### src/sv/tdk_pkg.sv
// shared types and constants for the two-key debouncer with combo detection
// no dependencies; imported by every module of the block

package tdk_pkg;

    // event bits of the latched event word
    localparam logic [2:0] EV_UP   = 3'b001;
    localparam logic [2:0] EV_DOWN = 3'b010;
    localparam logic [2:0] EV_BOTH = 3'b100;

    // register indexes (word address bit 2)
    localparam logic REG_PRESS = 1'b0;
    localparam logic REG_HELD  = 1'b1;

    // register reset values
    localparam logic [2:0] PRESS_RST = 3'd5;
    localparam logic [3:0] HELD_RST  = 4'd10;

    // stream and APB widths
    localparam int TDATA_W = 8;
    localparam int APB_AW  = 3;
    localparam int APB_DW  = 32;

    // debounce thresholds as seen by the key counters
    typedef struct packed {
        logic [2:0] press_count;
        logic [3:0] held_count;
    } key_cfg_t;

    // one key counter update
    typedef struct packed {
        logic [3:0] count;
        logic [2:0] events;
    } key_upd_t;

endpackage

### src/sv/tdk_cfg.sv
// configuration registers behind an APB-style port
// depends on tdk_pkg for register indexes, reset values and key_cfg_t

module tdk_cfg
    import tdk_pkg::*;
(
    input  logic              clk,
    input  logic              rst_n,
    input  logic              psel,
    input  logic              penable,
    input  logic              pwrite,
    input  logic [APB_AW-1:0] paddr,
    input  logic [APB_DW-1:0] pwdata,
    output logic [APB_DW-1:0] prdata,
    output logic              pready,
    output key_cfg_t          cfg
);

    logic [2:0] press_reg;
    logic [3:0] held_reg;
    logic       wr_en;
    logic       reg_idx;

    assign pready  = 1'b1;
    assign wr_en   = psel & penable & pwrite & pready;
    assign reg_idx = paddr[2];

    // register writes on the access cycle
    always_ff @(posedge clk or negedge rst_n)
    begin
        if (!rst_n)
        begin
            press_reg <= PRESS_RST;
            held_reg  <= HELD_RST;
        end
        else if (wr_en)
        begin
            unique case (reg_idx)
                REG_PRESS: press_reg <= pwdata[2:0];
                REG_HELD:  held_reg  <= pwdata[3:0];
                default:   ;
            endcase
        end
    end

    // read mux
    always_comb
    begin
        unique case (reg_idx)
            REG_PRESS: prdata = {{(APB_DW-3){1'b0}}, press_reg};
            REG_HELD:  prdata = {{(APB_DW-4){1'b0}}, held_reg};
            default:   prdata = '0;
        endcase
    end

    assign cfg.press_count = press_reg;
    assign cfg.held_count  = held_reg;

endmodule

### src/sv/tdk_key.sv
// next-state logic of one key counter and the event it raises
// depends on tdk_pkg for key_cfg_t, key_upd_t and event codes

module tdk_key
    import tdk_pkg::*;
(
    input  key_cfg_t   cfg,
    input  logic       pressed,
    input  logic [3:0] count,
    input  logic       other_pressed,
    input  logic [3:0] other_count,
    input  logic [2:0] own_event,
    output key_upd_t   upd
);

    logic [3:0] press_ext;
    logic [3:0] inc;
    logic [3:0] dec;

    assign press_ext = {1'b0, cfg.press_count};
    assign inc       = count + 4'd1;
    assign dec       = count - 4'd1;

    // count up while pressed, count down and snap to zero on release
    always_comb
    begin
        upd.count  = count;
        upd.events = 3'b000;
        if (pressed)
        begin
            if (count < press_ext)
            begin
                upd.count = inc;
                if (inc >= press_ext)
                begin
                    upd.count = cfg.held_count;
                    if (other_pressed && (other_count >= cfg.held_count))
                        upd.events = EV_BOTH;
                    else
                        upd.events = own_event;
                end
            end
        end
        else if (count != 4'd0)
        begin
            upd.count = (dec <= press_ext) ? 4'd0 : dec;
        end
    end

endmodule

### src/sv/two_key_debounce_with_combo.sv
// top level of the two-key debouncer with combo detection
// depends on tdk_pkg, tdk_cfg and tdk_key
//
// Usage:
//   Slave stream s_axis_*: one request per tick or read. tuser is the mode
//   (0 = tick sampling the pins, 1 = read and clear the latched events).
//   tdata carries the raw active-low pins.
//   Master stream m_axis_*: exactly one result per request. tdata[2:0] holds
//   the events latched before a read (bit0 up, bit1 down, bit2 both keys);
//   a tick returns zero.
//   APB port: press_count at 0x0, held_count at 0x4; write only while idle.
// Result path and throughput:
//   a result is registered in the result register, or in the skid register
//   while one waits; one request per cycle while s_axis_tready is high, since
//   the counters and event latch are combinational ahead of the result register.
// Reset:
//   counters and latched events clear, registers return to 5 and 10.
// Stall:
//   a two-entry output (result register plus skid register) keeps taking
//   requests while one result waits; s_axis_tready drops only when both hold.

module two_key_debounce_with_combo
    import tdk_pkg::*;
(
    input  logic               clk,
    input  logic               rst_n,
    // slave stream
    input  logic               s_axis_tvalid,
    output logic               s_axis_tready,
    input  logic [TDATA_W-1:0] s_axis_tdata,   // [0] up_pin, [1] down_pin, rest zero
    input  logic               s_axis_tuser,   // [0] mode
    // master stream
    output logic               m_axis_tvalid,
    input  logic               m_axis_tready,
    output logic [TDATA_W-1:0] m_axis_tdata,   // [2:0] key_events, rest zero
    // configuration
    input  logic               psel,
    input  logic               penable,
    input  logic               pwrite,
    input  logic [APB_AW-1:0]  paddr,
    input  logic [APB_DW-1:0]  pwdata,
    output logic [APB_DW-1:0]  prdata,
    output logic               pready
);

    key_cfg_t   cfg;
    key_upd_t   up_upd;
    key_upd_t   down_upd;

    logic [3:0] up_count_reg;
    logic [3:0] down_count_reg;
    logic [2:0] pending_reg;
    logic [2:0] pending_next;
    logic [2:0] result_next;

    logic       out_valid_reg;
    logic [2:0] out_data_reg;
    logic       skid_valid_reg;
    logic [2:0] skid_data_reg;

    logic       accept;
    logic       pop;
    logic       is_read;
    logic       up_pressed;
    logic       down_pressed;

    tdk_cfg u_cfg (
        .clk     (clk),
        .rst_n   (rst_n),
        .psel    (psel),
        .penable (penable),
        .pwrite  (pwrite),
        .paddr   (paddr),
        .pwdata  (pwdata),
        .prdata  (prdata),
        .pready  (pready),
        .cfg     (cfg)
    );

    assign is_read      = s_axis_tuser;
    assign up_pressed   = ~s_axis_tdata[0];
    assign down_pressed = ~s_axis_tdata[1];

    // up key goes first
    tdk_key u_up (
        .cfg           (cfg),
        .pressed       (up_pressed),
        .count         (up_count_reg),
        .other_pressed (down_pressed),
        .other_count   (down_count_reg),
        .own_event     (EV_UP),
        .upd           (up_upd)
    );

    // down key sees the updated up counter
    tdk_key u_down (
        .cfg           (cfg),
        .pressed       (down_pressed),
        .count         (down_count_reg),
        .other_pressed (up_pressed),
        .other_count   (up_upd.count),
        .own_event     (EV_DOWN),
        .upd           (down_upd)
    );

    assign accept = s_axis_tvalid & s_axis_tready;
    assign pop    = m_axis_tvalid & m_axis_tready;

    // event latch and result value
    always_comb
    begin
        if (is_read)
        begin
            pending_next = 3'b000;
            result_next  = pending_reg;
        end
        else
        begin
            pending_next = pending_reg | up_upd.events | down_upd.events;
            result_next  = 3'b000;
        end
    end

    // key counters and pending events
    always_ff @(posedge clk or negedge rst_n)
    begin
        if (!rst_n)
        begin
            up_count_reg   <= 4'd0;
            down_count_reg <= 4'd0;
            pending_reg    <= 3'b000;
        end
        else if (accept)
        begin
            pending_reg <= pending_next;
            if (!is_read)
            begin
                up_count_reg   <= up_upd.count;
                down_count_reg <= down_upd.count;
            end
        end
    end

    // result register with skid register behind it
    always_ff @(posedge clk or negedge rst_n)
    begin
        if (!rst_n)
        begin
            out_valid_reg  <= 1'b0;
            skid_valid_reg <= 1'b0;
        end
        else
        begin
            if (!out_valid_reg || pop)
            begin
                if (skid_valid_reg)
                begin
                    out_valid_reg  <= 1'b1;
                    skid_valid_reg <= 1'b0;
                end
                else
                begin
                    out_valid_reg <= accept;
                end
            end
            else if (accept)
            begin
                skid_valid_reg <= 1'b1;
            end
        end
    end

    always_ff @(posedge clk)
    begin
        if (!out_valid_reg || pop)
        begin
            out_data_reg <= skid_valid_reg ? skid_data_reg : result_next;
        end
        if (accept && out_valid_reg && !pop)
        begin
            skid_data_reg <= result_next;
        end
    end

    assign s_axis_tready = ~skid_valid_reg;
    assign m_axis_tvalid = out_valid_reg;
    assign m_axis_tdata  = {{(TDATA_W-3){1'b0}}, out_data_reg};

endmodule

### config.mk
export PLATFORM = sky130hd
export DESIGN_NAME = two_key_debounce_with_combo
export DESIGN_NICKNAME = d
export VERILOG_FILES = /design/src/sv/tdk_pkg.sv /design/src/sv/tdk_cfg.sv /design/src/sv/tdk_key.sv /design/src/sv/two_key_debounce_with_combo.sv
export SDC_FILE = /design/constraint.sdc
export NUM_CORES = 1
export LEC_CHECK = 0
export BUFFER_PORTS_ARGS = -buffer_cell sky130_fd_sc_hd__buf_2
export CAP_MARGIN = 20
export CELL_PAD_IN_SITES_DETAIL_PLACEMENT = 1
export CELL_PAD_IN_SITES_GLOBAL_PLACEMENT = 1
export CORE_AREA = 4 4 85 87
export DETAILED_ROUTE_END_ITERATION = 8
export DIE_AREA = 0 0 89 91
export GPL_TIMING_DRIVEN = 0
export PLACE_DENSITY = 0.84
export SETUP_SLACK_MARGIN = 0.2
export SLEW_MARGIN = 20
export SYNTH_ARGS = -nofsm -noshare
export SYNTH_HDL_FRONTEND = slang
export SYNTH_SLANG_ARGS = --single-unit
### constraint.sdc
create_clock -name clk -period 7.31 [get_ports clk]
set_input_delay 0.731 -clock clk [delete_from_list [all_inputs] [get_ports clk]]
set_output_delay 0.731 -clock clk [all_outputs]
set_load 0.01 [all_outputs]
==> flow_metrics.env, run 1 <==
export IMPL_power_leakage_nw=1.418
export IMPL_overflow=0
export IMPL_synth_seq_area_share_pct=27.83
export IMPL_critical_path_arrival_ns=4.11
export IMPL_viasPerCell=5.281
export IMPL_cts_sinks=26
export IMPL_fmax_mhz=257.6
export IMPL_syn_area_per_cell_um2=9.403
export IMPL_min_path_type="in -> async"
export IMPL_htreeDepth=1
export IMPL_globalRouteTotalUtil_pct=16.79
export IMPL_synth_warnings=0
export IMPL_fin_crit_sh_pct=53.11
export IMPL_num_fill_cells=756
export IMPL_peakVddDrop_mv=0.1706
export IMPL_dpl_hpwl_um=5250
export IMPL_worst_pin_slew_ns=0.7091
export IMPL_skew_ns=0.002634
export IMPL_grt_pass1_wl_um=10910
export IMPL_post_cts_buffers=0
export IMPL_drt_iter0_drc=69
export IMPL_synthToLayoutAreaGrowth_pct=16.35
export IMPL_multiInputGateArea_um2=1535
export IMPL_num_antenna_cells=0
export IMPL_grt_pass1_vias=2218
export IMPL_tns_ns=0
export IMPL_p_switching_uw=503.5
export IMPL_post_place_ws_ns=3.478
export IMPL_drive_gt1_share_pct=28.35
export IMPL_cts_tree="yes"
export IMPL_worstPathRequired_ns=7.54
export IMPL_drc=0
export IMPL_ys_ff_latch=26
export IMPL_vias=2102
export IMPL_die_width_um=89
export IMPL_synthCells=262
export IMPL_seq_power_share_pct=23.0
export IMPL_start_util_pct=38.80
export IMPL_die_area_um2=8099
export IMPL_die_h_um=91
export IMPL_numCtsBuffers=3
export IMPL_synthArstFlopShare_pct=76.92
export IMPL_r2r_cells=16
export IMPL_power_density_nw_per_um2=374.3
export IMPL_antenna_found_initial=0
export IMPL_power_share_combinational_pct=65.3
export IMPL_wl_per_cell_um=16.57
export IMPL_wirelength_um=6593
export IMPL_crit_path_end_kind="flip-flop"
export IMPL_status="complete, no violations"
export IMPL_synth_ff_type="dfrtp_1"
export IMPL_grt_max_degree=21
export IMPL_io_buffers=23
export IMPL_ys_types=57
export IMPL_hold_violations=0
export IMPL_fin_area_um2=2867
export IMPL_cts_hold_buffers_added=0
export IMPL_cts_resized=0
export IMPL_internal_power_uw=569.3
export IMPL_first_pass_iters=4
export IMPL_clk_latency_ns=0.28
export IMPL_maxCapViolCount=0
export IMPL_postPlaceCellArea_um2=2795
export IMPL_layout_nets=401
export IMPL_clockBufferDepth=2
export IMPL_post_route_min_period_ns=3.882
export IMPL_max_slew_margin_pct=52.61
export IMPL_rows=29
export IMPL_rsz0062_at_grt="no"
export IMPL_io_pins=94
export IMPL_power_mw=1.073
export IMPL_hold_slack_ns=0.3861
export IMPL_p_clk_share_pct=11.6
export IMPL_synth_edf_count=6
export IMPL_swShare_pct=46.94
export IMPL_netlist_area_um2=2464
export IMPL_ant_nets=0
export IMPL_setup_ws_ns=3.428
export IMPL_clkSlewWorstSetupHoldPaths_ns=0.10
export IMPL_maxSlewViolCount=0
export IMPL_worstSetupStartpointType="flip-flop"
export IMPL_core_um2=6350
export IMPL_setup_viol=0
export IMPL_path_class="reg -> reg"
export IMPL_final_cell_mix="34 x buf_4, 34 x conb_1, 28 x ha_1, 25 x buf_2, 19 x inv_1"
export IMPL_place_gp_congestion=0.8701
export IMPL_cts_root_buf="clkbuf_8"
export IMPL_cp_max_fo=10
export IMPL_seq_area_um2=685.7
-- synthesized netlist by cell type (all sizes together), types with 3 or more instances --
cell type	count	area share, %
dfrtp	16	16
xor2	3	1.1
dfstp	4	4.3
nand3	4	0.81
mux2	12	5.5
a21o	4	1.2
edfxtp	6	7.3
nand2b	9	2.3
mux2i	3	1.2
inv	19	2.9
nor2	12	1.8
or3	3	0.76
nand2	16	2.4
nor3	6	1.2
o21ai	14	3.0
a21oi	7	1.4
ha	28	14
a221oi	3	1.8
and2	4	1.0
o2111ai	4	1.7
nand3b	3	0.91
nor2b	3	0.76
buf	38	12
a31oi	4	1.0
-- worst paths after layout --
kind,startpoint,end,slack [ns]
min in group clk,pending_reg[2],pending_reg[2],0.51
max,up_count_reg[0],pending_reg[1],3.43
max reg2reg,up_count_reg[0],pending_reg[1],3.43
max in group asynchronous,rst_n,u_cfg.press_reg[0],6.58
min reg2reg,pending_reg[2],pending_reg[2],0.51
min,rst_n,m_axis_tvalid,0.39
-- metrics by stage --
step / cells / util (%)
2_1_floorplan: 294 / -
3_3_place_gp: 394 / 44.02
3_5_place_dp: 394 / 44.02
4_1_cts: 398 / 45.14
5_1_grt: 398 / 45.14
6_report: 398 / 45.14
-- kinds of logic after synthesis --
| logic type | synth area share, % |
|---|---|
| buffers and inverters | 14.73 |
| AOI/OAI and AO/OA | 18.94 |
| muxes | 6.704 |
| other | 0.3048 |
| adders and majority gates | 14.22 |
| xor gates and xnor gates | 2.540 |
| and+or+nand+nor | 14.73 |
| DFF | 27.83 |
-- worst max-delay path, cell delays in order, from the launching register on --
cell and delay, ns:
dfrtp_1 0.40, buf_2 0.22, inv_1 0.08, ha_1 0.24
nand2b_1 0.17, nand2b_1 0.12, ha_1 0.31, and3b_1 0.19
a21oi_1 0.32, o221ai_2 0.22, o211a_1 0.25, ha_1 0.26
nand2b_1 0.14, a21o_1 0.19, a211oi_1 0.36, o2111a_1 0.25
o21a_1 0.11
-- layout make-up --
type                            instances  share of cell area (%)
Clock inverter                          1                   1.048
Tap cell                               77                   3.361
Timing Repair Buffer                   23                   4.016
Multi-Input combinational cell        210                   53.56
Buffer                                 39                   10.17
Inverter                               19                   2.488
Clock buffer                            3                   1.440
Sequential cell                        26                   23.92
-- per-layer routing --
layer  vias to the layer above  GRT usage (%)  routed length [um]  share of wire [%]
li1                        996              -                   -                  -
met5                         -              0                   0                  0
met4                         0          5.459                 117                1.8
met3                        11          2.353                 305                4.6
met1                      1024          20.44                2701                 41
met2                        71          29.89                3468                 53
-- power groups by stage --
stage	clock network (mW)	registers (mW)	logic, mW
after CTS	0.126	0.246	0.697
final	0.125	0.247	0.701
after detailed placement	0	0.249	0.689
after global routing	0.131	0.253	0.786
after floorplan	0	0.230	0.527
after global placement	0	0.246	0.639
(Power assumes the default switching activity.)
==> run 2: changes to the inputs <==
- CORE_AREA: 4 4 85 87 -> 4 4 87 89
- DIE_AREA: 0 0 89 91 -> 0 0 91 93
- PLACE_DENSITY: 0.84 -> 0.8
- clock period: 7.31 -> 4 ns (I/O delays scaled with it)
==> run 2 against run 1 <==
Effect of this change:
- sequential share of layout area decreased by 0.16 points
- fmax increased by 9.3%
- die area increased by 4.5%
- sequential power increased by 81%
- register-to-register slack got worse by 3.0 ns
- utilization decreased by 2.4 points
- hold slack got worse by 0.32 ns
- critical path depth unchanged
- global-route usage decreased by 2.1 points
- setup slack got worse by 3.0 ns
- cell area increased by 0.65%
- power increased by 81%
==> flow_metrics.env, run 2 (synthesized netlist as in run 1, its figures left out) <==
export IMPL_status="complete, no violations"
export IMPL_antenna_found_initial=0
export IMPL_clockBufferDepth=2
export IMPL_crit_path_end_kind="flip-flop"
export IMPL_place_gp_congestion=0.8599
export IMPL_first_pass_iters=4
export IMPL_crit_slowest_cell="dfrtp_1"
export IMPL_seq_area_um2=685.7
export IMPL_layout_nets=401
export IMPL_critical_path_arrival_ns=3.77
export IMPL_clk_latency_ns=0.27
export IMPL_multiInputGateArea_um2=1550
export IMPL_wl_per_cell_um=15.21
export IMPL_grt_pass1_wl_um=10380
export IMPL_start_util_pct=36.46
export IMPL_final_cell_mix="34 x buf_4, 34 x conb_1, 28 x ha_1, 25 x buf_2, 19 x inv_1"
export IMPL_maxCapViolCount=0
export IMPL_cts_resized=0
export IMPL_cp_cell_sequence="buf_2 > inv_1 > ha_1 > nand2b_1 > nand2b_1 > ha_1 > and3b_1 > a21oi_2 > o221ai_2 > o211a_1 > ha_1 > nand2b_1 > a21o_1 > a211oi_2 > o2111a_1 > o21a_1"
export IMPL_io_buffers=23
export IMPL_clkSlewWorstSetupHoldPaths_ns=0.10
export IMPL_die_h_um=93
export IMPL_post_route_min_period_ns=3.551
export IMPL_core_um2=6756
export IMPL_dp_cells=397
export IMPL_htreeDepth=1
export IMPL_synthToLayoutAreaGrowth_pct=17.12
export IMPL_drt_iter0_drc=71
export IMPL_post_route_util_pct=42.70
export IMPL_globalRouteTotalUtil_pct=14.66
export IMPL_power_leakage_nw=1.420
export IMPL_postPlaceCellArea_um2=2799
export IMPL_power_density_nw_per_um2=673.9
export IMPL_hold_violations=0
export IMPL_drive_gt1_share_pct=29.28
export IMPL_die_width_um=91
export IMPL_dpl_hpwl_um=5061
export IMPL_drc=0
export IMPL_numCtsBuffers=3
export IMPL_fin_area_um2=2885
export IMPL_viasPerCell=5.082
export IMPL_cpPeakStageDelay_ns=0.40
export IMPL_cts_hold_buffers_added=0
export IMPL_cts_tree="yes"
export IMPL_io_pins=94
export IMPL_post_cts_buffers=0
export IMPL_wirelength_um=6101
export IMPL_grt_pass1_vias=2181
export IMPL_cp_max_fo=10
export IMPL_num_antenna_cells=0
export IMPL_fmax_mhz=281.6
export IMPL_ant_nets=0
export IMPL_peakVddDrop_mv=0.2258
export IMPL_rows=30
export IMPL_cts_sinks=26
export IMPL_worstSetupStartpointType="flip-flop"
export IMPL_timing_rr_start="up_count_reg[0]"
export IMPL_rsz0062_at_grt="no"
export IMPL_path_class="reg -> reg"
export IMPL_crit_path_start="up_count_reg[0]"
export IMPL_skew_ns=0.006503
export IMPL_grt_max_degree=21
export IMPL_setup_viol=0
export IMPL_maxSlewViolCount=0
export IMPL_overflow=0
export IMPL_worstPathRequired_ns=4.22
export IMPL_worst_pin_slew_ns=0.6552
export IMPL_cts_root_buf="clkbuf_8"
export IMPL_fin_crit_sh_pct=88.79
export IMPL_die_area_um2=8463
export IMPL_final_cells=401
export IMPL_max_slew_margin_pct=56.20
export IMPL_num_fill_cells=801
export IMPL_min_path_type="in -> async"
export IMPL_vias=2038
export IMPL_tns_ns=0
-- run 2: path summary, 6_finish.rpt --
check | to | slack (ns) | cells after the start
max | pending_reg[1] | 0.45 | 16
min | u_cfg.press_reg[1] | 0.07 | 1
max reg2reg | pending_reg[1] | 0.45 | 16
min reg2reg | pending_reg[1] | 0.49 | 1
max in group asynchronous | u_cfg.press_reg[0] | 3.58 | 1
min in group clk | u_cfg.held_reg[3] | 0.35 | 2
-- run 2: through the flow --
| step | hold slack (ns) | power (mW) | setup WS, ns |
|---|---|---|---|
| 2_1_floorplan | 0.1044 | 1.384 | 0.7906 |
| 3_3_place_gp | 0.3739 | 1.624 | 0.3210 |
| 3_5_place_dp | 0.3898 | 1.695 | 0.2321 |
| 4_1_cts | 0.09037 | 1.926 | 0.2265 |
| 5_1_grt | 0.09540 | 2.145 | 0.2149 |
| 6_report | 0.06794 | 1.944 | 0.4486 |
-- run 2: critical path: cells and delay by family (launching register included) --
kind	cells	cell delay (ns)
AO/OA/AOI/OAI	7	1.38
adder cells (fa/ha/maj)	3	0.81
buffers and inverters	2	0.30
flip-flops	1	0.40
AND/OR/NAND/NOR	4	0.61
-- run 2: layout make-up --
class | count | area share (%)
buffer | 39 | 10.10
clock buffer | 3 | 1.431
clock inverter | 1 | 1.041
inverter | 19 | 2.472
multi-input combinational | 210 | 53.73
sequential | 26 | 23.76
tap | 80 | 3.469
timing repair buffer | 23 | 3.990
-- run 2: where the power goes --
part           switching, mW  internal [mW]  total, mW
clock                 0.0882          0.134      0.222
combinational          0.705          0.570       1.27
sequential            0.0959          0.352      0.448
-- run 2: routing by layer --
metal / vias to the layer above / global-route usage (%) / wire [um]
met4: 0 / 1.759 / 40
met1: 984 / 18.38 / 2769
met5: - / 0 / 0
met3: 4 / 2.011 / 187
li1: 1007 / - / -
met2: 43 / 27.41 / 3103
